$ cat src/hw/rtl/sm3he_pkg.sv
// SM3 hash engine package: item types, round register type, constants and
// the rotate and permutation helpers. No dependencies.
package sm3he_pkg;

    typedef struct packed {
        logic [31:0] message_word;
        logic [2:0]  valid_bytes;
        logic        end_of_message;
    } t_in_item;

    typedef struct packed {
        logic [31:0] digest_word;
        logic [2:0]  word_index;
        logic        digest_done;
    } t_out_item;

    // round registers A..H, index 0 is A
    typedef logic [7:0][31:0] t_regs;

    // expansion window taps relative to round j
    typedef struct packed {
        logic [31:0] w0;
        logic [31:0] w3;
        logic [31:0] w4;
        logic [31:0] w7;
        logic [31:0] w10;
        logic [31:0] w13;
    } t_taps;

    typedef enum logic [1:0] {
        ST_IDLE,
        ST_PAD,
        ST_COMP,
        ST_OUT
    } t_state;

    localparam logic [31:0] TJ_LOW   = 32'h79CC4519;
    localparam logic [31:0] TJ_HIGH  = 32'h7A879D8A;
    localparam logic [31:0] PAD_WORD = 32'h80000000;
    localparam logic [7:0]  PAD_BYTE = 8'h80;

    localparam t_regs SM3_IV = {
        32'hB0FB0E4E, 32'hE38DEE4D, 32'h163138AA, 32'hA96F30BC,
        32'hDA8A0600, 32'h172442D7, 32'h4914B2B9, 32'h7380166F
    };

    function automatic logic [31:0] rotl(input logic [31:0] x, input logic [4:0] n);
        logic [63:0] d;
        d = {x, x} << n;
        return d[63:32];
    endfunction

    function automatic logic [31:0] perm0(input logic [31:0] x);
        return x ^ rotl(x, 5'd9) ^ rotl(x, 5'd17);
    endfunction

    function automatic logic [31:0] perm1(input logic [31:0] x);
        return x ^ rotl(x, 5'd15) ^ rotl(x, 5'd23);
    endfunction

endpackage

$ cat src/hw/rtl/sm3_hash_engine_unit.sv
// SM3 hash engine top level: word gathering, padding, round sequencer and
// digest output. Depends on sm3he_pkg and sm3he_round.
//
//  channel | direction | handshake                  | payload
//  --------+-----------+----------------------------+-----------------------
//  in      | to block  | i_in_valid / o_in_stall    | i_in_data  (t_in_item)
//  out     | from block| o_out_valid / i_out_stall  | o_out_data (t_out_item)
//
// A word that does not fill a block is taken while idle. The sixteenth word of
// a block starts the compression, one round a cycle through the single shared
// round unit; input is stalled until the compression of the block is over.
// The final word adds one padding word per remaining word slot (one or two
// blocks), the compression of each padded block, then the eight digest words.
// Reset loads the SM3 initial value and clears all counters; no clearing pass.
// Input is stalled whenever the block is not idle; a stalled output item holds.
module sm3_hash_engine_unit import sm3he_pkg::*; (
    input  logic      i_clk,
    input  logic      i_rst_n,
    input  logic      i_in_valid,
    output logic      o_in_stall,
    input  t_in_item  i_in_data,
    output logic      o_out_valid,
    input  logic      i_out_stall,
    output t_out_item o_out_data
);

    t_state          r_state, n_state;
    logic [15:0][31:0] r_win;       // block words, then expansion window
    t_regs           r_regs;        // A..H
    t_regs           r_cv;          // chaining value
    logic [3:0]      r_wc;          // words held in current block
    logic [54:0]     r_blocks;
    logic [63:0]     r_len;
    logic [5:0]      r_rnd;
    logic [2:0]      r_oidx;
    logic            r_inpad;       // padding of this message under way
    logic            r_padpend;     // standalone pad word still to place
    logic            r_lenok;       // length fits in this block
    logic            r_lastblk;     // block being compressed is the last one

    logic            accept, shift_en, go_comp;
    logic [31:0]     shift_w, final_w, wn;
    logic [2:0]      nv;
    logic [6:0]      msg_bytes;
    t_regs           round_out;
    t_taps           taps;

    assign accept = i_in_valid && !o_in_stall;

    // saturate the byte count; below four only counts on the final word
    assign nv = (!i_in_data.end_of_message || i_in_data.valid_bytes > 3'd4) ?
                3'd4 : i_in_data.valid_bytes;
    assign msg_bytes = {1'b0, r_wc, 2'b00} + {4'd0, nv};

    // keep the valid leading bytes and, on a short final word, append the pad byte after them
    always_comb begin
        case (nv)
            3'd0:    final_w = PAD_WORD;
            3'd1:    final_w = {i_in_data.message_word[31:24], PAD_BYTE, 16'd0};
            3'd2:    final_w = {i_in_data.message_word[31:16], PAD_BYTE, 8'd0};
            3'd3:    final_w = {i_in_data.message_word[31:8], PAD_BYTE};
            default: final_w = i_in_data.message_word;
        endcase
    end

    assign taps = '{w0: r_win[0], w3: r_win[3], w4: r_win[4], w7: r_win[7],
                    w10: r_win[10], w13: r_win[13]};

    sm3he_round u_round (
        .i_rnd  (r_rnd),
        .i_regs (r_regs),
        .i_taps (taps),
        .o_regs (round_out),
        .o_wn   (wn)
    );

    // next state
    always_comb begin
        n_state = r_state;
        case (r_state)
            ST_IDLE: begin
                if (accept && r_wc == 4'd15 && nv == 3'd4)
                    n_state = ST_COMP;
                else if (accept && r_wc == 4'd15)
                    n_state = ST_COMP;
                else if (accept && i_in_data.end_of_message)
                    n_state = ST_PAD;
            end
            ST_PAD: begin
                if (r_wc == 4'd15)
                    n_state = ST_COMP;
            end
            ST_COMP: begin
                if (r_rnd == 6'd63)
                    n_state = r_lastblk ? ST_OUT : (r_inpad ? ST_PAD : ST_IDLE);
            end
            ST_OUT: begin
                if (!i_out_stall && r_oidx == 3'd7)
                    n_state = ST_IDLE;
            end
            default: n_state = ST_IDLE;
        endcase
    end

    // outputs and block word source
    always_comb begin
        shift_en    = 1'b0;
        shift_w     = 32'd0;
        o_in_stall  = 1'b1;
        o_out_valid = 1'b0;
        case (r_state)
            ST_IDLE: begin
                o_in_stall = 1'b0;
                shift_en   = accept;
                shift_w    = final_w;
            end
            ST_PAD: begin
                shift_en = 1'b1;
                if (r_padpend)
                    shift_w = PAD_WORD;
                else if (r_wc == 4'd14 && r_lenok)
                    shift_w = r_len[63:32];
                else if (r_wc == 4'd15 && r_lenok)
                    shift_w = r_len[31:0];
                else
                    shift_w = 32'd0;
            end
            ST_OUT: begin
                o_out_valid = 1'b1;
            end
            default: begin
                shift_en = 1'b0;
            end
        endcase
    end

    assign go_comp = shift_en && (r_wc == 4'd15);

    assign o_out_data = '{digest_word: r_cv[r_oidx], word_index: r_oidx,
                          digest_done: (r_oidx == 3'd7)};

    always_ff @(posedge i_clk) begin
        if (!i_rst_n) begin
            r_state   <= ST_IDLE;
            r_cv      <= SM3_IV;
            r_wc      <= 4'd0;
            r_blocks  <= 55'd0;
            r_rnd     <= 6'd0;
            r_oidx    <= 3'd0;
            r_inpad   <= 1'b0;
            r_padpend <= 1'b0;
            r_lenok   <= 1'b0;
            r_lastblk <= 1'b0;
        end else begin
            r_state <= n_state;
            // shift the next block word in at the top
            if (shift_en) begin
                r_win <= {shift_w, r_win[15:1]};
                r_wc  <= r_wc + 4'd1;
            end
            if (go_comp) begin
                r_regs <= r_cv;
                r_rnd  <= 6'd0;
            end
            case (r_state)
                ST_IDLE: begin
                    if (go_comp)
                        r_blocks <= r_blocks + 55'd1;
                    if (accept && i_in_data.end_of_message) begin
                        r_len     <= {r_blocks, 9'd0} + {54'd0, msg_bytes, 3'd0};
                        r_inpad   <= 1'b1;
                        r_padpend <= (nv == 3'd4);
                        if (nv != 3'd4)
                            r_lenok <= (r_wc < 4'd14);
                    end
                end
                ST_PAD: begin
                    if (r_padpend) begin
                        r_padpend <= 1'b0;
                        r_lenok   <= (r_wc < 4'd14);
                    end else if (r_wc == 4'd15 && r_lenok) begin
                        r_lastblk <= 1'b1;
                    end
                end
                ST_COMP: begin
                    // one round a cycle, window advances by one word
                    r_regs <= round_out;
                    r_win  <= {wn, r_win[15:1]};
                    r_rnd  <= r_rnd + 6'd1;
                    if (r_rnd == 6'd63) begin
                        r_cv    <= r_cv ^ round_out;
                        r_lenok <= 1'b1;
                    end
                end
                ST_OUT: begin
                    if (!i_out_stall) begin
                        r_oidx <= r_oidx + 3'd1;
                        if (r_oidx == 3'd7) begin
                            r_cv      <= SM3_IV;
                            r_blocks  <= 55'd0;
                            r_wc      <= 4'd0;
                            r_inpad   <= 1'b0;
                            r_lastblk <= 1'b0;
                        end
                    end
                end
                default: begin
                    r_rnd <= 6'd0;
                end
            endcase
        end
    end

endmodule

$ cat src/hw/rtl/sm3he_round.sv
// SM3 compression round: one round of FF/GG, SS1/SS2, TT1/TT2 and the next
// expanded message word. Depends on sm3he_pkg.
module sm3he_round import sm3he_pkg::*; (
    input  logic [5:0]  i_rnd,
    input  t_regs       i_regs,
    input  t_taps       i_taps,
    output t_regs       o_regs,
    output logic [31:0] o_wn
);

    logic [31:0] a12, tj, ss1, ss2, ff, gg, tt1, tt2;
    logic        early;

    assign early = (i_rnd < 6'd16);
    assign a12   = rotl(i_regs[0], 5'd12);
    assign tj    = early ? TJ_LOW : TJ_HIGH;
    assign ss1   = rotl(a12 + i_regs[4] + rotl(tj, i_rnd[4:0]), 5'd7);
    assign ss2   = ss1 ^ a12;

    always_comb begin
        if (early) begin
            ff = i_regs[0] ^ i_regs[1] ^ i_regs[2];
            gg = i_regs[4] ^ i_regs[5] ^ i_regs[6];
        end else begin
            ff = (i_regs[0] & i_regs[1]) | (i_regs[0] & i_regs[2]) | (i_regs[1] & i_regs[2]);
            gg = (i_regs[4] & i_regs[5]) | (~i_regs[4] & i_regs[6]);
        end
    end

    assign tt1 = ff + i_regs[3] + ss2 + (i_taps.w0 ^ i_taps.w4);
    assign tt2 = gg + i_regs[7] + ss1 + i_taps.w0;

    always_comb begin
        o_regs[0] = tt1;
        o_regs[1] = i_regs[0];
        o_regs[2] = rotl(i_regs[1], 5'd9);
        o_regs[3] = i_regs[2];
        o_regs[4] = perm0(tt2);
        o_regs[5] = i_regs[4];
        o_regs[6] = rotl(i_regs[5], 5'd19);
        o_regs[7] = i_regs[6];
    end

    assign o_wn = perm1(i_taps.w0 ^ i_taps.w7 ^ rotl(i_taps.w13, 5'd15))
                  ^ rotl(i_taps.w3, 5'd7) ^ i_taps.w10;

endmodule
$ cat config.mk
export PLATFORM = sky130hd
export DESIGN_NAME = sm3_hash_engine_unit
export DESIGN_NICKNAME = d
export VERILOG_FILES = /design/src/hw/rtl/sm3he_pkg.sv /design/src/hw/rtl/sm3_hash_engine_unit.sv /design/src/hw/rtl/sm3he_round.sv
export SDC_FILE = /design/constraint.sdc
export NUM_CORES = 2
export LEC_CHECK = 0
export BUFFER_PORTS_ARGS = -buffer_cell sky130_fd_sc_hd__buf_2
export CELL_PAD_IN_SITES_DETAIL_PLACEMENT = 1
export CELL_PAD_IN_SITES_GLOBAL_PLACEMENT = 1
export CORE_UTILIZATION = 43
export CTS_BUF_LIST = sky130_fd_sc_hd__clkbuf_16
export DETAILED_ROUTE_END_ITERATION = 16
export GPL_TIMING_DRIVEN = 0
export PLACE_DENSITY_LB_ADDON = 0.1
export SLEW_MARGIN = 10
export SYNTH_ARGS = -nofsm -noshare
export SYNTH_HDL_FRONTEND = slang
export SYNTH_SLANG_ARGS = --single-unit
$ cat constraint.sdc
create_clock -name i_clk -period 13.7 [get_ports i_clk]
set_clock_uncertainty 0.1 [all_clocks]
set_input_delay 2.055 -clock i_clk [delete_from_list [all_inputs] [get_ports i_clk]]
set_output_delay 2.055 -clock i_clk [all_outputs]
set_load 0.02 [all_outputs]
# --- Word level (Yosys, flattened, before mapping) ---
# Cells that the tools add are included.
# W data, S select, Z words.
word_totals:
  mem_bits_ro: 0
  reg_bits: 1162
  output_inout_bits: 38
  n_memories: 0
  mem_bits_rw: 0
  latch_bits: 0
classes:
  shift: 1
  bitwise_logic: 25
  reduce_logical: 31
  n_mul: 0
  mux: 55
  n_addsub: 14
  n_lt_le_gt_ge: 4
  eq_ne: 24
  div: 0
op_table:
  columns: ["operator", "n"]
  rows:
  - ["$mux W256", 5]
  - ["$mux W512", 2]
  - ["$pmux W256 S2", 1]
  - ["$xor A32 B32 Y32", 14]
  - ["$add A32 B32 Y32", 8]
  - ["$xor A256 B256 Y256", 1]
  - ["$mux W32", 6]
  - ["$mux W55", 3]
  - ["$and A32 B32 Y32", 5]
  - ["$pmux W32 S4", 1]
  - ["$pmux W55 S2", 1]
  - ["$bmux W32 S3", 1]
  - ["$or A32 B32 Y32", 3]
  - ["$add A64 B10 Y64", 1]
  - ["$pmux W32 S2", 1]
  - ["$shl A64 B5 Y64", 1]
  - ["$add A55 B1 Y55 const B", 1]
  - ["$not A32 Y32", 1]
  - ["$mux W26", 1]
  - ["$ne A2 B2 Y1 const B", 9]
  - ["$mux W4", 4]
  - ["$reduce_and A4 Y1", 4]
  - ["$mux W2", 7]
  - ["$mux W1", 13]
  - ["other kinds (34)", 60]

# --- Depth between registers and ports, before layout ---
depth:
  depth_word: 12
  ltp_mapped: 39
  depth_no_buf: 37

# --- By module ---
# From an unflattened synthesis, not the netlist that was laid out.
hier_totals:
  hier_cells: 5665
  hier_area_um2: 61400.1
modules_own_cells:
  columns: ["mod", "cells_each", "area_per_inst_um2", "instances"]
  rows:
  - ["sm3_hash_engine_unit", 3614, 45084.5, 1]
  - ["sm3he_round", 2051, 16315.6, 1]

# --- Least setup slack after synthesis ---
# Ideal clock, no wire load.
synth_path:
  path_kind: "input -> register"
  startpoint: "input port i_in_valid"
  endpoint: "register r_regs[0] in the netlist's numbering (enable)"
  n_path_buf: 0
  setup_slack_ps: -1125
  t_arrival_ps: 13820
  setup_ps: 904
  path_stages: 4
  cell_sequence: "nor2_1 -> nor2_1 -> a21oi_1 -> nor2b_1"
synth_between:
  elab_chain_len: 5
synth_lines:
  columns: ["element", "line", "rtl"]
  rows:
  - ["start, declared", "sm3_hash_engine_unit.sv:19", "input logic i_in_valid,"]
  - ["$logic_and A1 B1 Y1", "sm3_hash_engine_unit.sv:48", "assign accept = i_in_valid && !o_in_stall;"]
  - ["$pmux W1 S2", "sm3_hash_engine_unit.sv:111", "case (r_state)"]
  - ["$logic_and A1 B1 Y1", "sm3_hash_engine_unit.sv:137", "assign go_comp = shift_en && (r_wc == 4'd15);"]
  - ["$reduce_bool A2 Y1 (no line)", null, null]
  - ["$reduce_and A2 Y1 (no line)", null, null]
  - ["end signal, assigned", "sm3_hash_engine_unit.sv:162", "r_regs <= r_cv;"]
  - ["end signal, assigned", "sm3_hash_engine_unit.sv:187", "r_regs <= round_out;"]
  - ["end, declared", "sm3_hash_engine_unit.sv:29", "t_regs r_regs;"]
# Every way passes these cells.
# A chain may end at the register's enable or synchronous reset.

# --- Worst setup path after layout ---
layout_path:
  startpoint: "register r_rnd[4]"
  endpoint: "register r_cv[31] in the netlist's numbering"
layout_between:
  elab_chain_len: 10
layout_lines:
  columns: ["element", "line", "rtl"]
  rows:
  - ["start, declared", "sm3_hash_engine_unit.sv:34", "logic [5:0] r_rnd;"]
  - ["start signal, assigned", "sm3_hash_engine_unit.sv:189", "r_rnd <= r_rnd + 6'd1;"]
  - ["$lt A6 B5 Y1", "sm3he_round.sv:14", "assign early = (i_rnd < 6'd16);"]
  - ["$mux W26", "sm3he_round.sv:16", "assign tj = early ? TJ_LOW : TJ_HIGH;"]
  - ["$shl A64 B5 Y64", "sm3he_pkg.sv:49", "d = {x, x} << n;"]
  - ["$add A32 B32 Y32", "sm3he_round.sv:17", "assign ss1 = rotl(a12 + i_regs[4] + rotl(tj, i_rnd[4:0]), 5'd7);"]
  - ["$xor A32 B32 Y32", "sm3he_round.sv:18", "assign ss2 = ss1 ^ a12;"]
  - ["$add A32 B32 Y32 (2 in series)", "sm3he_round.sv:30", "assign tt1 = ff + i_regs[3] + ss2 + (i_taps.w0 ^ i_taps.w4);"]
  - ["$xor A256 B256 Y256", "sm3_hash_engine_unit.sv:191", "r_cv <= r_cv ^ round_out;"]
  - ["$mux W256", "sm3_hash_engine_unit.sv:190", "if (r_rnd == 6'd63) begin"]
  - ["$pmux W256 S2", "sm3_hash_engine_unit.sv:165", "case (r_state)"]
  - ["end signal, assigned", "sm3_hash_engine_unit.sv:191", null]
  - ["end, declared", "sm3_hash_engine_unit.sv:30", "t_regs r_cv;"]
# Several ways; a longest one is shown, not always the timed one. The select of a mux whose other input is x is not followed.

==> flow_summary.ini <==
[grt]
grt_busiest_layer = met2
use_met3 = 0.0573
grt_antenna_before_repair = 17
grt.total_usage = 0.346
grt_max_degree = 66
use_met1 = 0.490
globalRouteMet2Util = 0.510
grt_pass1_vias = 44700
grt_pass1_wl_mm = 339
grt_overflow = 0

[synth]
ys.flop_type = edfxtp_1
yosysUniqueCellTypes = 83
avgSynthCellArea_um2 = 11.0
synth_edf_count = 829
ys_seq_elements = 1159
synth_nets = 5783
yosys-top-cells-area = edfxtp_1 (42%), dfxtp_1 (11%), fa_1 (6.3%)
synth-seq-area-share = 0.528
synth_top_area_cell = edfxtp_1
syn_inst = 5447
synth.top_cell.area_share = 0.417
yosys_warnings = 0
syn_area_mm2 = 0.0597
async_flop_share = 0

[timing]
worst-slew-pin-transition_ns = 1.42
post-route-period-util = 0.878
setup_viol = 0
fmax_mhz = 83.2
min_period_ns = 12.02
hold_viol_final = 0
slew_viol_final = 0
relSlewSlack = 0.0470
rsz0062_at_grt = no
fin_worst_hold_slack_ns = 0.305

[worst_setup_path]
cp_top_family = compound AO/OA/AOI/OAI gates
crit_type = register to register
crit_required_ns = 14.31
cp_num_buf_inv = 5
critical_path_depth = 35
cp_data_arrival_time_ns = 12.63
critPathMaxFanout = 13
r2r_start = r_rnd[4]
worstSetupStartpointType = register
timing.rr.end = r_cv[31]
cpMostUsedCell = a21oi_1
r2r_cells = 35
crit_path_end_kind = register
worst_path_max_delay_cell = xnor2_1
rrSetupSlack_ns = 1.68
cpPeakStageDelay_ns = 0.80

[die]
ios = 78
rows = 136
core-area_mm2 = 0.137
die_area_mm2 = 0.140
initial_core_util = 0.434
die_h_um = 374
die-width_um = 374

[cts]
tritoncts = yes
cts_made_buffers = 134
cts-root-buf = clkbuf_16
cts.sinks = 1159
h-tree-depth = 4
postCtsHoldBufs = 0
post_cts_buffers = 0
ctsResizeCount = 0
clock_latency_ns = 0.81
clk_pin_slew_ns = 0.06
clk_path_buf_depth = 3

[hold_path]
min-delay-start = r_win[220]
min_to = r_win[188]
hold_path.class = register to register
whs_path_depth = 0

[power]
p_leak_nw = 25.4
pwr_density_cell_mw_per_mm2 = 155
irDropWorstVdd_uv = 124

[route]
post_drt_wl_per_cell_um = 32.0
vias_per_cell = 5.99
drt_pre_antenna_iters = 9
vias = 45500
drt_iter0_markers = 5709
wirelength_mm = 243
antenna_left = 0
drc = 0

[outcome]
status = complete, no violations

[placement]
io_buffers = 77
place_congestion = 0.960
placed_cells = 7342
dp_hpwl_mm = 189

[cells_and_area]
area_growth_pct = 12.8
final_nets = 6021
fin_cells = 7596
post-route-util = 0.490
drive_gt1_frac = 0.0769
n_fill_cell = 14800

[run]
maxCapViolations = 0
layout make-up:
type / instances / area (um2) / area share
multi-input cells: 3802 / 26400 / 0.392
diodes: 5 / 12.5 / 0.000186
clock buffers: 134 / 3350 / 0.0498
clock inverters: 114 / 1080 / 0.0161
well taps: 1794 / 2240 / 0.0333
repair buffers: 102 / 907 / 0.0135
flip-flops and latches: 1159 / 31500 / 0.468
plain buffers: 247 / 941 / 0.0140
inverters: 239 / 897 / 0.0133
cell families (layout without fill, tap and decap cells):
kind of cell	after synthesis	after routing	synth area share
AOI/OAI and AO/OA	891	891	0.0864
xor gates and xnor gates	619	619	0.0931
adders and majority gates	297	297	0.0859
buffers and inverters	486	836	0.0307
DFF	1159	1159	0.528
muxes	168	168	0.0425
other	0	5	0
and+or+nand+nor	1827	1827	0.133
cell usage after synthesis (63+ instances only):
master       n
edfxtp_1   829
clkbuf_1   210
nand3_1    112
xor2_1     284
nand2_1   1000
inv_1      233
o21ai_0    350
nor2_1     322
dfxtp_1    330
fa_1       188
nor3_1      73
mux4_2      64
xnor2_1    325
ha_1       108
a21oi_1    319
and3_1     116
mux2i_1     63
how the worst max path moves through the flow:
stage | from | endpoint | slack (ns)
after floorplan | i_in_valid | r_regs[0] | 3.79
after global placement | i_in_valid | r_regs[202] | -2.03
after detailed placement | r_rnd[4] | r_cv[144] | 2.08
after CTS | r_rnd[4] | r_cv[144] | 2.05
after global routing | r_rnd[4] | r_cv[31] | 1.17
final | r_rnd[4] | r_cv[31] | 1.68
sequential cells by signal, indices dropped and copies added, names as in the netlist:
register,cells
r_regs,256
r_wc,4
r_win,512
r_cv,256
r_len,61
r_lastblk,1
r_oidx,3
r_rnd,6
r_inpad,1
r_lenok,1
r_blocks,55
r_state,2
r_padpend,1
layer usage:
layer	vias to the layer above	routed length (um)
met4	8	14000
met5	-	71
li1	19500	-
met3	409	20500
met2	2017	105000
met1	23600	103000
per-stage QoR:
| stage | total power [W] | setup TNS [ns] | cell area (um2) | setup WS (ns) |
|---|---|---|---|---|
| final | 0.0104 | 0 | 67300 | 1.68 |
| after global routing | 0.0108 | 0 | 67300 | 1.17 |
| after CTS | 0.0104 | 0 | 67300 | 2.05 |
| after detailed placement | 0.00676 | 0 | 62900 | 2.08 |
| after global placement | 0.00674 | -508.16 | 62300 | -2.03 |
| after floorplan | 0.00580 | 0 | 59700 | 3.79 |
layout by cell type, fill, tap and decap left out, types with 17 or more instances in the layout:
master	count
mux4_2	64
clkbuf_16	134
mux2_2	41
nand4_1	34
buf_1	29
dfxtp_1	330
ha_1	108
xnor2_1	325
a31oi_1	17
nor3_1	73
a21oi_1	319
o21ai_0	350
nor2b_1	23
fa_1	188
and3_1	116
clkbuf_1	207
nand3_1	112
mux2i_1	63
inv_1	267
edfxtp_1	829
buf_2	85
clkinv_2	21
a222oi_1	26
nand2_1	1000
or3_1	62
a21o_1	43
nand2b_1	19
nor2_1	322
xor2_1	280
clkinv_1	28
power by group:
group	total, W	internal [W]	switching (W)	leakage [nW]
Combinational	0.00267	0.000902	0.00177	12.8
Sequential	0.00409	0.00396	0.000128	10.4
Clock	0.00365	0.00206	0.00159	2.29
(Power assumes the default switching activity.)
